<file path="src/rtl/lz4d_pkg.sv">
// ----------------------------------------------------------------------------
// LZ4 decompressor package
// Shared constants and types for the LZ4 block decompressor.
// ----------------------------------------------------------------------------
`default_nettype none

package lz4d_pkg;

  localparam int HistDepth = 4096;
  localparam int HistAw    = $clog2(HistDepth);
  localparam int LenW      = 13;
  localparam int OutBytes  = 64;
  localparam int CntW      = 7;
  localparam logic [LenW-1:0] LenMax = 13'd8191;
  localparam logic [LenW:0] CapMax =
      (HistDepth < 4096) ? (LenW+1)'(HistDepth) : (LenW+1)'(4096);

  typedef enum logic [2:0] {
    PH_TOKEN, PH_LITEXT, PH_LITERAL, PH_OFFLO, PH_OFFHI, PH_MATCHEXT, PH_ERROR
  } phase_t;

  typedef enum logic [1:0] {
    ST_DATA  = 2'd0,
    ST_DONE  = 2'd1,
    ST_ERROR = 2'd2
  } status_t;

  // Command handed from the parser to the copy engine.
  typedef enum logic [1:0] {
    CMD_LIT, CMD_MATCH, CMD_DONE, CMD_ERROR
  } cmd_kind_t;

  typedef struct packed {
    cmd_kind_t       kind;
    logic [7:0]      lit;
    logic            with_lit;
    logic [LenW-1:0] len;
    logic [15:0]     offset;
    logic [LenW-1:0] total;
  } cmd_t;

  typedef enum logic [1:0] {
    BK_IDLE, BK_READ, BK_EMIT
  } back_state_t;

endpackage

`default_nettype wire

</file>
<file path="src/rtl/lz4d_parser.sv">
// ----------------------------------------------------------------------------
// LZ4 sequence parser
// Walks the block format one byte per cycle while no command is pending and issues copy commands.
// ----------------------------------------------------------------------------
`default_nettype none

module lz4d_parser (
  input  wire logic                          clk,
  input  wire logic                          rst,
  input  wire logic [lz4d_pkg::LenW-1:0]     output_capacity,
  input  wire logic                          in_valid,
  output logic                               in_ready,
  input  wire logic [7:0]                    in_byte,
  input  wire logic                          in_last,
  output logic                               cmd_valid,
  input  wire logic                          cmd_ready,
  output lz4d_pkg::cmd_t                     cmd
);

  lz4d_pkg::phase_t           phase, phase_next;
  logic [3:0]                 match_nibble, match_nibble_next;
  logic [lz4d_pkg::LenW-1:0]  literal_remaining, literal_remaining_next;
  logic [lz4d_pkg::LenW-1:0]  match_length, match_length_next;
  logic [15:0]                offset_value, offset_value_next;
  logic [lz4d_pkg::LenW-1:0]  produced_count, produced_count_next;

  logic [lz4d_pkg::LenW:0]    cap;
  logic [lz4d_pkg::LenW:0]    lit_sum, mat_sum, ext_sum;
  logic [lz4d_pkg::LenW-1:0]  lit_sat, mat_sat;
  logic [15:0]                off_full;
  logic [lz4d_pkg::LenW-1:0]  mat_base;
  logic                       issue;
  lz4d_pkg::cmd_t             c;
  logic                       end_blk;

  assign cap = ({1'b0, output_capacity} > lz4d_pkg::CapMax) ? lz4d_pkg::CapMax
                                                          : {1'b0, output_capacity};
  assign ext_sum  = {1'b0, literal_remaining} + {6'd0, in_byte};
  assign lit_sat  = (ext_sum > {1'b0, lz4d_pkg::LenMax}) ? lz4d_pkg::LenMax
                                                       : ext_sum[lz4d_pkg::LenW-1:0];
  assign mat_sum  = {1'b0, match_length} + {6'd0, in_byte};
  assign mat_sat  = (mat_sum > {1'b0, lz4d_pkg::LenMax}) ? lz4d_pkg::LenMax
                                                       : mat_sum[lz4d_pkg::LenW-1:0];
  assign off_full = {in_byte, offset_value[7:0]};
  assign mat_base = lz4d_pkg::LenW'(match_nibble) + lz4d_pkg::LenW'(4);

  // A single item issues at most one command; stall only when one is pending.
  assign in_ready  = !cmd_valid || cmd_ready;

  always_comb begin
    phase_next             = phase;
    match_nibble_next      = match_nibble;
    literal_remaining_next = literal_remaining;
    match_length_next      = match_length;
    offset_value_next      = offset_value;
    produced_count_next    = produced_count;
    issue                  = 1'b0;
    end_blk                = 1'b0;
    c                      = '0;
    c.kind                 = lz4d_pkg::CMD_ERROR;
    lit_sum                = '0;
    case (phase)
      lz4d_pkg::PH_TOKEN: begin
        match_nibble_next      = in_byte[3:0];
        literal_remaining_next = lz4d_pkg::LenW'(in_byte[7:4]);
        lit_sum = {1'b0, produced_count} + (lz4d_pkg::LenW+1)'(in_byte[7:4]);
        if (in_byte[7:4] == 4'd15) begin
          if (in_last) begin
            issue = 1'b1; end_blk = 1'b1;
          end else begin
            phase_next = lz4d_pkg::PH_LITEXT;
          end
        end else if (in_byte[7:4] == 4'd0) begin
          if (in_last) begin
            issue = 1'b1; c.kind = lz4d_pkg::CMD_DONE; c.total = produced_count;
            end_blk = 1'b1;
          end else begin
            phase_next = lz4d_pkg::PH_OFFLO;
          end
        end else if (lit_sum > cap || in_last) begin
          issue = 1'b1;
          if (in_last) end_blk = 1'b1; else phase_next = lz4d_pkg::PH_ERROR;
        end else begin
          phase_next = lz4d_pkg::PH_LITERAL;
        end
      end
      lz4d_pkg::PH_LITEXT: begin
        literal_remaining_next = lit_sat;
        lit_sum = {1'b0, produced_count} + {1'b0, lit_sat};
        if (in_byte == 8'd255) begin
          if (in_last) begin
            issue = 1'b1; end_blk = 1'b1;
          end
        end else if (lit_sum > cap || in_last) begin
          issue = 1'b1;
          if (in_last) end_blk = 1'b1; else phase_next = lz4d_pkg::PH_ERROR;
        end else begin
          phase_next = lz4d_pkg::PH_LITERAL;
        end
      end
      lz4d_pkg::PH_LITERAL: begin
        issue = 1'b1;
        if (in_last && literal_remaining != lz4d_pkg::LenW'(1)) begin
          end_blk = 1'b1;
        end else begin
          literal_remaining_next = literal_remaining - lz4d_pkg::LenW'(1);
          produced_count_next    = produced_count + lz4d_pkg::LenW'(1);
          c.lit      = in_byte;
          c.with_lit = 1'b1;
          if (in_last) begin
            c.kind  = lz4d_pkg::CMD_DONE;
            c.total = produced_count + lz4d_pkg::LenW'(1);
            end_blk = 1'b1;
          end else begin
            c.kind = lz4d_pkg::CMD_LIT;
            if (literal_remaining == lz4d_pkg::LenW'(1)) phase_next = lz4d_pkg::PH_OFFLO;
          end
        end
      end
      lz4d_pkg::PH_OFFLO: begin
        if (in_last) begin
          issue = 1'b1; end_blk = 1'b1;
        end else begin
          offset_value_next = {8'd0, in_byte};
          phase_next        = lz4d_pkg::PH_OFFHI;
        end
      end
      lz4d_pkg::PH_OFFHI: begin
        offset_value_next = off_full;
        match_length_next = mat_base;
        if (off_full == 16'd0 || {3'd0, produced_count} < off_full) begin
          issue = 1'b1;
          if (in_last) end_blk = 1'b1; else phase_next = lz4d_pkg::PH_ERROR;
        end else if (match_nibble == 4'd15) begin
          if (in_last) begin
            issue = 1'b1; end_blk = 1'b1;
          end else begin
            phase_next = lz4d_pkg::PH_MATCHEXT;
          end
        end else if (in_last) begin
          issue = 1'b1; end_blk = 1'b1;
        end else begin
          lit_sum = {1'b0, produced_count} + {1'b0, mat_base};
          issue = 1'b1;
          if (lit_sum > cap) begin
            phase_next = lz4d_pkg::PH_ERROR;
          end else begin
            c.kind = lz4d_pkg::CMD_MATCH; c.len = mat_base; c.offset = off_full;
            produced_count_next = lit_sum[lz4d_pkg::LenW-1:0];
            phase_next = lz4d_pkg::PH_TOKEN;
          end
        end
      end
      lz4d_pkg::PH_MATCHEXT: begin
        match_length_next = mat_sat;
        if (in_byte == 8'd255) begin
          if (in_last) begin
            issue = 1'b1; end_blk = 1'b1;
          end
        end else if (in_last) begin
          issue = 1'b1; end_blk = 1'b1;
        end else begin
          lit_sum = {1'b0, produced_count} + {1'b0, mat_sat};
          issue = 1'b1;
          if (lit_sum > cap) begin
            phase_next = lz4d_pkg::PH_ERROR;
          end else begin
            c.kind = lz4d_pkg::CMD_MATCH; c.len = mat_sat; c.offset = offset_value;
            produced_count_next = lit_sum[lz4d_pkg::LenW-1:0];
            phase_next = lz4d_pkg::PH_TOKEN;
          end
        end
      end
      default: begin
        if (in_last) end_blk = 1'b1;
      end
    endcase
    if (end_blk) begin
      phase_next             = lz4d_pkg::PH_TOKEN;
      match_nibble_next      = '0;
      literal_remaining_next = '0;
      match_length_next      = '0;
      offset_value_next      = '0;
      produced_count_next    = '0;
    end
  end

  always_ff @(posedge clk) begin
    if (rst) begin
      phase             <= lz4d_pkg::PH_TOKEN;
      match_nibble      <= '0;
      literal_remaining <= '0;
      match_length      <= '0;
      offset_value      <= '0;
      produced_count    <= '0;
      cmd_valid         <= 1'b0;
    end else begin
      if (in_valid && in_ready) begin
        phase             <= phase_next;
        match_nibble      <= match_nibble_next;
        literal_remaining <= literal_remaining_next;
        match_length      <= match_length_next;
        offset_value      <= offset_value_next;
        produced_count    <= produced_count_next;
      end
      if (in_valid && in_ready && issue) begin
        cmd_valid <= 1'b1;
        cmd       <= c;
      end else if (cmd_ready) begin
        cmd_valid <= 1'b0;
      end
    end
  end

  assert property (@(posedge clk) disable iff (rst)
    cmd_valid && !cmd_ready |=> cmd_valid && $stable(cmd))
    else $error("pending command changed");
  assert property (@(posedge clk) disable iff (rst)
    phase == lz4d_pkg::PH_ERROR && in_valid && in_ready |=> !($rose(cmd_valid)))
    else $error("command issued while discarding");
  assert property (@(posedge clk) disable iff (rst)
    produced_count <= lz4d_pkg::LenW'(4096))
    else $error("produced count past capacity");

endmodule

`default_nettype wire

</file>
<file path="config.mk">
export PLATFORM = sky130hd
export DESIGN_NAME = lz4d_parser
export DESIGN_NICKNAME = d
export VERILOG_FILES = /design/src/rtl/lz4d_pkg.sv /design/src/rtl/lz4d_parser.sv
export SDC_FILE = /design/constraint.sdc
export NUM_CORES = 1
export LEC_CHECK = 0
export ABC_CLOCK_PERIOD_IN_PS = 9000
export BUFFER_PORTS_ARGS = -buffer_cell sky130_fd_sc_hd__buf_2
export CAP_MARGIN = 5
export CORE_MARGIN = 2
export CORE_UTILIZATION = 55
export CTS_CLUSTER_DIAMETER = 60
export DETAILED_ROUTE_END_ITERATION = 8
export GPL_TIMING_DRIVEN = 0
export PLACE_DENSITY_LB_ADDON = 0.2
export SYNTH_ARGS = -nofsm -noshare
export SYNTH_HDL_FRONTEND = slang
export SYNTH_SLANG_ARGS = --single-unit
</file>
<file path="constraint.sdc">
create_clock -name clk -period 9 [get_ports clk]
set_input_delay 0.9 -clock clk [delete_from_list [all_inputs] [get_ports clk]]
set_output_delay 0.9 -clock clk [all_outputs]
set_load 0.03 [all_outputs]
</file>
==> run_summary.xml, run 1 <==
<?xml version="1.0" encoding="UTF-8"?>
<metrics>
  <group name="floorplan">
    <metric name="floorplan.core_area" unit="sq mm">0.0178</metric>
    <metric name="floorplan.die.height" unit="microns">138</metric>
    <metric name="boundary_pins" unit="">81</metric>
    <metric name="total_die_area" unit="sq mm">0.0191</metric>
    <metric name="initial_core_util" unit="%">55.6</metric>
    <metric name="std_cell_rows" unit="">49</metric>
    <metric name="die_w" unit="microns">138</metric>
  </group>
  <group name="finish">
    <metric name="fin_nets" unit="">1456</metric>
    <metric name="syn_to_final_growth" unit="%">13.7</metric>
    <metric name="final_core_utilization" unit="%">63.3</metric>
    <metric name="final_layout_size_suffix_gt1_share" unit="%">10.9</metric>
    <metric name="num_antenna_cells" unit="">0</metric>
  </group>
  <group name="synthesis">
    <metric name="synthesis.nets" unit="">1355</metric>
    <metric name="yosysSeqAreaShare" unit="%">28.7</metric>
    <metric name="synth.yosys.warnings" unit="">0</metric>
    <metric name="synth_top_flop_cell" unit="">sky130_fd_sc_hd__dfxtp_1</metric>
    <metric name="syn-cell-area" unit="sq mm">0.00992</metric>
    <metric name="synth_common_cells" unit="">sky130_fd_sc_hd__nand2_1, sky130_fd_sc_hd__ha_1, sky130_fd_sc_hd__nor2_1, sky130_fd_sc_hd__a21oi_1, sky130_fd_sc_hd__o21ai_0</metric>
    <metric name="synthDominantCellAreaShare" unit="%">16.0</metric>
    <metric name="synth.top_cells.by_area" unit="">sky130_fd_sc_hd__edfxtp_1, sky130_fd_sc_hd__ha_1, sky130_fd_sc_hd__dfxtp_1</metric>
    <metric name="syn_avg_cell_area" unit="sq um">8.24</metric>
    <metric name="async_reset_ff_share" unit="%">0</metric>
    <metric name="synth.most_common_cell" unit="">sky130_fd_sc_hd__nand2_1</metric>
    <metric name="synth_seq_cells" unit="">116</metric>
    <metric name="synth_largest_area_cell" unit="">sky130_fd_sc_hd__edfxtp_1</metric>
    <metric name="syn_inst" unit="">1204</metric>
    <metric name="synthDistinctLibCells" unit="">74</metric>
    <metric name="synth_enable_flop_cells" unit="">53</metric>
  </group>
  <group name="worst_setup_path">
    <metric name="critPathCaptureType" unit="">flop</metric>
    <metric name="worstPathBufferInverterCount" unit="">4</metric>
    <metric name="path_max_fanout" unit="">10</metric>
    <metric name="critPathLaunchType" unit="">input pin</metric>
    <metric name="crit_path_top_delay_cell" unit="">sky130_fd_sc_hd__nor3_2</metric>
    <metric name="cpMostUsedCell" unit="">sky130_fd_sc_hd__ha_1</metric>
    <metric name="cpPeakStageDelay" unit="ps">690</metric>
    <metric name="path_delay_family" unit="">compound AO/OA/AOI/OAI gates</metric>
    <metric name="worst_ep_required_time" unit="ps">9270</metric>
    <metric name="worst-setup-path-type" unit="">in -&gt; reg</metric>
    <metric name="critical_path_arrival" unit="ps">7510</metric>
  </group>
  <group name="cts">
    <metric name="ctsRootBufferMaster" unit="">sky130_fd_sc_hd__clkbuf_16</metric>
    <metric name="cts_tree" unit="">yes</metric>
    <metric name="ctsLongestPathBuffers" unit="">2</metric>
    <metric name="h-tree-depth" unit="">4</metric>
    <metric name="cts_buffers" unit="">17</metric>
    <metric name="cts_post_setup_buffers_inserted" unit="">0</metric>
    <metric name="post_cts_resized" unit="">0</metric>
    <metric name="postCtsHoldBufs" unit="">0</metric>
    <metric name="cts_num_sinks" unit="">116</metric>
    <metric name="clk-insertion-delay-late" unit="ps">440</metric>
    <metric name="clkSlewWorstSetupHoldPaths" unit="ps">60</metric>
  </group>
  <group name="routing">
    <metric name="postRouteWirelength" unit="microns">32700</metric>
    <metric name="final_routed_drc_violation_total" unit="">0</metric>
    <metric name="drt-initial-drc-count" unit="">1058</metric>
    <metric name="vias_per_cell" unit="">6.42</metric>
    <metric name="final_antenna_net_count" unit="">0</metric>
    <metric name="wl_per_cell" unit="microns">21.1</metric>
    <metric name="vias" unit="">9925</metric>
    <metric name="firstDrtPassIters" unit="">6</metric>
  </group>
  <group name="worst_hold_path">
    <metric name="timing.hold.worst.class" unit="">reg -&gt; reg</metric>
  </group>
  <group name="sta">
    <metric name="grt_setup_unrepaired" unit="">false</metric>
    <metric name="final_period_minus_worst_setup_slack" unit="ps">7240</metric>
    <metric name="slew_headroom" unit="%">11.3</metric>
    <metric name="hold-worst-slack" unit="ps">449</metric>
    <metric name="report.final.setup_viol" unit="">0</metric>
    <metric name="final-hold-violation-count" unit="">0</metric>
    <metric name="worstMarginPinSlew" unit="ps">1320</metric>
    <metric name="timing.final.max_slew_violations" unit="">0</metric>
    <metric name="final.setup_skew" unit="ps">12.7</metric>
    <metric name="fmax" unit="MHz">138</metric>
    <metric name="fin_crit_share" unit="%">80.4</metric>
  </group>
  <group name="global_routing">
    <metric name="number_of_antenna_violations_at_the_first_check_in_global_routing" unit="">0</metric>
    <metric name="grt_max_degree" unit="">23</metric>
    <metric name="grt_first_pass_wirelength" unit="microns">50500</metric>
    <metric name="grt_use_total" unit="%">33.5</metric>
    <metric name="first_global_vias" unit="">9306</metric>
    <metric name="gr-total-overflow" unit="">0</metric>
  </group>
  <group name="run_status">
    <metric name="status" unit="">finished clean</metric>
  </group>
  <group name="power_and_ir_drop">
    <metric name="power_leakage" unit="nW">4.85</metric>
    <metric name="ir_drop" unit="mV">0.163</metric>
    <metric name="power_density" unit="mW/mm^2">138</metric>
    <metric name="post-layout-total-power" unit="mW">1.56</metric>
  </group>
  <group name="job">
    <metric name="max_cap_viol" unit="">0</metric>
  </group>
  <group name="placement">
    <metric name="dp_hpwl" unit="microns">24000</metric>
    <metric name="gp_congestion" unit="">0.988</metric>
    <metric name="place.port_buffers" unit="">79</metric>
  </group>
</metrics>
where the power goes:
part,switching [mW],total (mW),internal [mW]
Clock,0.299,0.719,0.420
Sequential,0.00849,0.572,0.563
Combinational,0.178,0.270,0.0914
Total,0.486,1.56,1.07
per-stage QoR:
| step | std cells | area, sq um | setup WS [ps] | TNS, ps |
|---|---|---|---|---|
| floorplan | 1204 | 9930 | 1390 | 0 |
| global placement | 1512 | 10600 | -836 | -43880 |
| detailed placement | 1515 | 10700 | 1470 | 0 |
| CTS | 1547 | 11300 | 1880 | 0 |
| global route | 1547 | 11300 | 1370 | 0 |
| finish | 1547 | 11300 | 1760 | 0 |
placed cells by master, fill, tap and decap left out, drive strengths merged, types with 31 or more instances in the layout:
cell type  synthesis  layout
a21o              31      31
a21oi             99      99
nor2             112     112
ha               119     119
o21ai             91      91
nand3             42      42
buf               14      96
inv               54      64
xnor2             46      46
nand2            131     131
clkbuf            36      53
dfxtp             63      63
edfxtp            53      53
state kept, by name (all words and copies together) (netlist names):
register	cells
offset_value	16
cmd	53
match_nibble	4
produced_count	13
literal_remaining	13
cmd_valid	1
match_length	13
phase	3
area by class of cell:
type	instances	area, sq um
Clock buffer	17	425
Tap cell	229	287
Inverter	54	203
Timing Repair Buffer	82	453
Clock inverter	15	184
Multi-Input combinational cell	984	6670
Buffer	50	210
Fill cell	1559	6560
Sequential cell	116	2850
worst register-to-register path: stages, from the launching register on:
cell                       delay [ps]
sky130_fd_sc_hd__dfxtp_1          380
sky130_fd_sc_hd__ha_1             250
sky130_fd_sc_hd__a21o_1           180
sky130_fd_sc_hd__a21oi_1          280
sky130_fd_sc_hd__o21a_1           180
sky130_fd_sc_hd__o21a_1           160
sky130_fd_sc_hd__nor4bb_1          60
sky130_fd_sc_hd__clkbuf_1         240
sky130_fd_sc_hd__or2_2            380
sky130_fd_sc_hd__ha_1             220
sky130_fd_sc_hd__fa_1             420
sky130_fd_sc_hd__a211oi_1         260
sky130_fd_sc_hd__o21bai_1         140
sky130_fd_sc_hd__nor3_1           210
sky130_fd_sc_hd__o31ai_1          160
sky130_fd_sc_hd__o41ai_1          340
sky130_fd_sc_hd__xnor2_1          230
sky130_fd_sc_hd__ha_1             350
sky130_fd_sc_hd__nand3_1          110
sky130_fd_sc_hd__nor4_1           310
sky130_fd_sc_hd__nor2_1           130
sky130_fd_sc_hd__a211oi_2         310
sky130_fd_sc_hd__nand2_1          110
sky130_fd_sc_hd__nor3_2           690
sky130_fd_sc_hd__inv_2            110
sky130_fd_sc_hd__clkbuf_1         300
sky130_fd_sc_hd__a21oi_1          250
cells by family (layout without fill, tap and decap cells):
| logic type | after synthesis | after routing | synth area share, % |
|---|---|---|---|
| AOI/OAI and AO/OA | 357 | 357 | 23.1 |
| xor gates and xnor gates | 65 | 65 | 5.74 |
| adders and majority gates | 125 | 125 | 16.2 |
| buffers and inverters | 104 | 218 | 4.16 |
| DFF | 116 | 116 | 28.7 |
| muxes | 18 | 18 | 1.84 |
| and+or+nand+nor | 419 | 419 | 20.2 |
path summary, 6_finish.rpt:
path / slack, ps / cells after the start / startpoint / end
worst max-delay path: 1760 / 26 / in_byte[4] / cmd[17]
worst min-delay path: 450 / 2 / offset_value[15] / offset_value[15]
worst min register to register: 450 / 2 / offset_value[15] / offset_value[15]
worst max register to register: 2090 / 26 / match_length[1] / cmd[17]
routing by layer:
metal / wire [microns] / track usage [%]
met5: 0 / 0
met4: 1640 / 16.2
met3: 2860 / 5.47
met2: 14700 / 53.5
met1: 13500 / 44.5
Power figures use the tool's default switching activity.
==> inputs of run 2 (changes only) <==
--- a/config.mk
+++ b/config.mk
@@ -5,7 +5,7 @@
 export SDC_FILE = /design/constraint.sdc
 export NUM_CORES = 1
 export LEC_CHECK = 0
-export ABC_CLOCK_PERIOD_IN_PS = 9000
+export ABC_CLOCK_PERIOD_IN_PS = 6300
 export BUFFER_PORTS_ARGS = -buffer_cell sky130_fd_sc_hd__buf_2
 export CAP_MARGIN = 5
 export CORE_MARGIN = 2
==> constraint.sdc (replaced) <==
create_clock -name clk -period 6.3 [get_ports clk]
set_input_delay 0.63 -clock clk [delete_from_list [all_inputs] [get_ports clk]]
set_output_delay 0.63 -clock clk [all_outputs]
set_load 0.03 [all_outputs]
==> run 2 against run 1 <==
Register-to-register slack worse by 1900 ps. Die area unchanged. Global-route usage down 0.54 points. Clock power up 45%. Worst setup slack worse by 1700 ps. Highest routed layer unchanged.
==> run_summary.xml, run 2 (synthesis gave the netlist of run 1 again) <==
<?xml version="1.0" encoding="UTF-8"?>
<metrics>
  <group name="global_routing">
    <metric name="number_of_antenna_violations_at_the_first_check_in_global_routing" unit="">0</metric>
    <metric name="grt_use_total" unit="%">33.0</metric>
    <metric name="grt-busiest-layer" unit="">met2</metric>
    <metric name="globalRouteMet2Util" unit="%">51.5</metric>
    <metric name="grt_use_met1" unit="%">44.3</metric>
    <metric name="grt_first_pass_wirelength" unit="microns">49800</metric>
    <metric name="grt_use_met3" unit="%">5.23</metric>
    <metric name="gr-total-overflow" unit="">0</metric>
    <metric name="first_global_vias" unit="">9122</metric>
    <metric name="grt_max_degree" unit="">22</metric>
  </group>
  <group name="sta">
    <metric name="postLayoutSetupSlackWorst" unit="ps">73.0</metric>
    <metric name="timing.final.max_slew_violations" unit="">0</metric>
    <metric name="fin_crit_share" unit="%">98.8</metric>
    <metric name="final-hold-violation-count" unit="">0</metric>
    <metric name="final_period_minus_worst_setup_slack" unit="ps">6230</metric>
    <metric name="fmax" unit="MHz">161</metric>
    <metric name="slew_headroom" unit="%">18.6</metric>
    <metric name="worstMarginPinSlew" unit="ps">1210</metric>
    <metric name="report.final.setup_viol" unit="">0</metric>
    <metric name="final.setup_skew" unit="ps">13.4</metric>
  </group>
  <group name="finish">
    <metric name="fin_nets" unit="">1477</metric>
    <metric name="largest_registers" unit="">cmd (53), offset_value (16)</metric>
    <metric name="layoutNonFillerInstCount" unit="">1568</metric>
    <metric name="seqCellArea" unit="sq mm">0.00285</metric>
    <metric name="multi_input_area" unit="sq mm">0.00683</metric>
    <metric name="num_antenna_cells" unit="">0</metric>
    <metric name="nFillCells" unit="">1562</metric>
    <metric name="final_core_utilization" unit="%">65.1</metric>
    <metric name="largest_reg_flops" unit="">53</metric>
    <metric name="layout.cell_area.non_filler" unit="sq mm">0.0116</metric>
    <metric name="mostFrequentLayoutCell" unit="">sky130_fd_sc_hd__nand2_1</metric>
    <metric name="syn_to_final_growth" unit="%">17.1</metric>
    <metric name="most-common-layout-cells" unit="">sky130_fd_sc_hd__nand2_1, sky130_fd_sc_hd__ha_1, sky130_fd_sc_hd__nor2_1</metric>
    <metric name="largest_register" unit="">cmd</metric>
    <metric name="final_layout_size_suffix_gt1_share" unit="%">14.7</metric>
  </group>
  <group name="placement">
    <metric name="preCtsSetupSlack" unit="ps">-981</metric>
    <metric name="detailed_place.area" unit="sq mm">0.0107</metric>
    <metric name="dp_cells" unit="">1514</metric>
    <metric name="dp_hpwl" unit="microns">23700</metric>
    <metric name="place.port_buffers" unit="">79</metric>
    <metric name="gp_congestion" unit="">0.974</metric>
  </group>
  <group name="worst_hold_path">
    <metric name="timing.hold.worst.class" unit="">reg -&gt; reg</metric>
    <metric name="hold_path.startpoint" unit="">offset_value[14]</metric>
    <metric name="min_delay_path_depth" unit="">2</metric>
    <metric name="hold_end" unit="">offset_value[14]</metric>
  </group>
  <group name="worst_setup_path">
    <metric name="timing.rr.start" unit="">match_length[1]</metric>
    <metric name="r2r_setup_slack" unit="ps">160</metric>
    <metric name="critPathLaunchType" unit="">input pin</metric>
    <metric name="critical_path_arrival" unit="ps">6550</metric>
    <metric name="worstRegToRegCells" unit="">26</metric>
    <metric name="worst-setup-path-type" unit="">in -&gt; reg</metric>
    <metric name="critPathCaptureType" unit="">flop</metric>
    <metric name="regToRegEndpoint" unit="">produced_count[11]</metric>
    <metric name="worst_ep_required_time" unit="ps">6620</metric>
    <metric name="path_max_fanout" unit="">7</metric>
  </group>
  <group name="power_and_ir_drop">
    <metric name="switching_share" unit="%">31.2</metric>
    <metric name="power.share.clock" unit="%">46.1</metric>
    <metric name="ir_drop" unit="mV">0.194</metric>
    <metric name="power_density" unit="mW/mm^2">194</metric>
    <metric name="cellInternalPower" unit="mW">1.55</metric>
    <metric name="power_leakage" unit="nW">5.01</metric>
    <metric name="combPwrFrac" unit="%">17.6</metric>
    <metric name="total_switching_power" unit="mW">0.703</metric>
    <metric name="share_seq_of_total_power" unit="%">36.3</metric>
    <metric name="post-layout-total-power" unit="mW">2.25</metric>
  </group>
  <group name="floorplan">
    <metric name="total_die_area" unit="sq mm">0.0191</metric>
    <metric name="die_w" unit="microns">138</metric>
    <metric name="boundary_pins" unit="">81</metric>
    <metric name="std_cell_rows" unit="">49</metric>
    <metric name="floorplan.core_area" unit="sq mm">0.0178</metric>
    <metric name="floorplan.die.height" unit="microns">138</metric>
    <metric name="initial_core_util" unit="%">55.6</metric>
  </group>
  <group name="cts">
    <metric name="h-tree-depth" unit="">4</metric>
    <metric name="clkSlewWorstSetupHoldPaths" unit="ps">60</metric>
    <metric name="ctsLongestPathBuffers" unit="">2</metric>
    <metric name="ctsRootBufferMaster" unit="">sky130_fd_sc_hd__clkbuf_16</metric>
    <metric name="cts_tree" unit="">yes</metric>
    <metric name="clk-insertion-delay-late" unit="ps">440</metric>
    <metric name="cts_num_sinks" unit="">116</metric>
    <metric name="cts_buffers" unit="">17</metric>
  </group>
  <group name="run_status">
    <metric name="status" unit="">finished clean</metric>
  </group>
  <group name="routing">
    <metric name="vias" unit="">9896</metric>
    <metric name="wl_per_cell" unit="microns">20.6</metric>
    <metric name="final_routed_drc_violation_total" unit="">0</metric>
    <metric name="drt-initial-drc-count" unit="">1194</metric>
    <metric name="final_antenna_net_count" unit="">0</metric>
    <metric name="postRouteWirelength" unit="microns">32300</metric>
    <metric name="vias_per_cell" unit="">6.31</metric>
    <metric name="firstDrtPassIters" unit="">6</metric>
  </group>
  <group name="job">
    <metric name="max_cap_viol" unit="">0</metric>
  </group>
</metrics>
-- run 2: cell count changes in the layout (fill, tap and decap cells not counted), moves of 5 or more --
cell	previous run	this run
sky130_fd_sc_hd__a21oi_2	0	5
sky130_fd_sc_hd__buf_4	0	24
sky130_fd_sc_hd__o21ai_1	11	16
sky130_fd_sc_hd__o21ai_0	80	73
sky130_fd_sc_hd__a21oi_1	98	93
-- run 2: power by group through the flow --
| stage | logic [mW] | clock network [mW] | registers (mW) |
|---|---|---|---|
| 6_report | 0.396 | 1.04 | 0.817 |
| 2_1_floorplan | 0.241 | 0 | 0.856 |
| 3_3_place_gp | 0.367 | 0 | 0.833 |
| 4_1_cts | 0.380 | 1.03 | 0.817 |
| 3_5_place_dp | 0.375 | 0 | 0.833 |
| 5_1_grt | 0.435 | 1.06 | 0.819 |
-- run 2: area by class of cell --
| class | instances | share of cell area, % |
|---|---|---|
| timing repair buffer | 105 | 5.38 |
| inverter | 54 | 1.78 |
| clock buffer | 17 | 3.66 |
| multi-input combinational | 984 | 58.8 |
| clock inverter | 15 | 1.60 |
| sequential | 116 | 24.5 |
| buffer | 48 | 1.77 |
| tap | 229 | 2.47 |
-- run 2: worst max-delay path by stage --
stage                from                  to  slack (ps)  depth (start not counted)
2_1_floorplan  in_byte[6]              cmd[0]           2                         26
3_3_place_gp   in_byte[6]             cmd[38]       -1720                         25
3_5_place_dp   in_byte[1]             cmd[17]        -980                         27
4_1_cts        in_byte[1]  produced_count[11]          20                         26
5_1_grt        in_byte[1]  produced_count[11]        -120                         27
6_report       in_byte[1]  produced_count[11]          70                         27
-- run 2: repair_timing --
action / 4_1_cts / 5_1_grt
hold buffers: 0 / 0
resized for setup: 9 / 15
pin swaps: 4 / 15
setup endpoints to repair: 96 / 96
buffers inserted: 4 / 20
-- run 2: metrics by stage --
stage,TNS [ps],hold WS (ps)
4_1_cts,0,454
3_5_place_dp,-71980,439
6_report,0,451
5_1_grt,-865,474
2_1_floorplan,0,427
3_3_place_gp,-121630,436
-- run 2: worst max-delay path, stage by stage --
cell,delay [ps]
sky130_fd_sc_hd__clkbuf_4,190
sky130_fd_sc_hd__ha_1,310
sky130_fd_sc_hd__a21o_1,190
sky130_fd_sc_hd__a21oi_2,180
sky130_fd_sc_hd__o21a_1,160
sky130_fd_sc_hd__o21a_1,190
sky130_fd_sc_hd__nor4bb_4,60
sky130_fd_sc_hd__buf_4,190
sky130_fd_sc_hd__or2_2,310
sky130_fd_sc_hd__ha_1,220
sky130_fd_sc_hd__fa_2,380
sky130_fd_sc_hd__a211oi_2,230
sky130_fd_sc_hd__o21bai_1,140
sky130_fd_sc_hd__nor3_2,270
sky130_fd_sc_hd__o31ai_2,140
sky130_fd_sc_hd__o41ai_2,330
sky130_fd_sc_hd__xnor2_2,170
sky130_fd_sc_hd__ha_1,330
sky130_fd_sc_hd__nand3_1,140
sky130_fd_sc_hd__nor4_2,220
sky130_fd_sc_hd__nor2_1,130
sky130_fd_sc_hd__a211oi_2,320
sky130_fd_sc_hd__nand3_2,150
sky130_fd_sc_hd__a31o_1,290
sky130_fd_sc_hd__a21oi_4,200
sky130_fd_sc_hd__buf_8,140
sky130_fd_sc_hd__mux2_1,310
-- run 2: layer usage --
metal | up-vias | routed length (microns)
li1 | 4681 | -
met1 | 4615 | 13300
met4 | 0 | 1590
met3 | 95 | 2920
met2 | 505 | 14500
met5 | - | 0
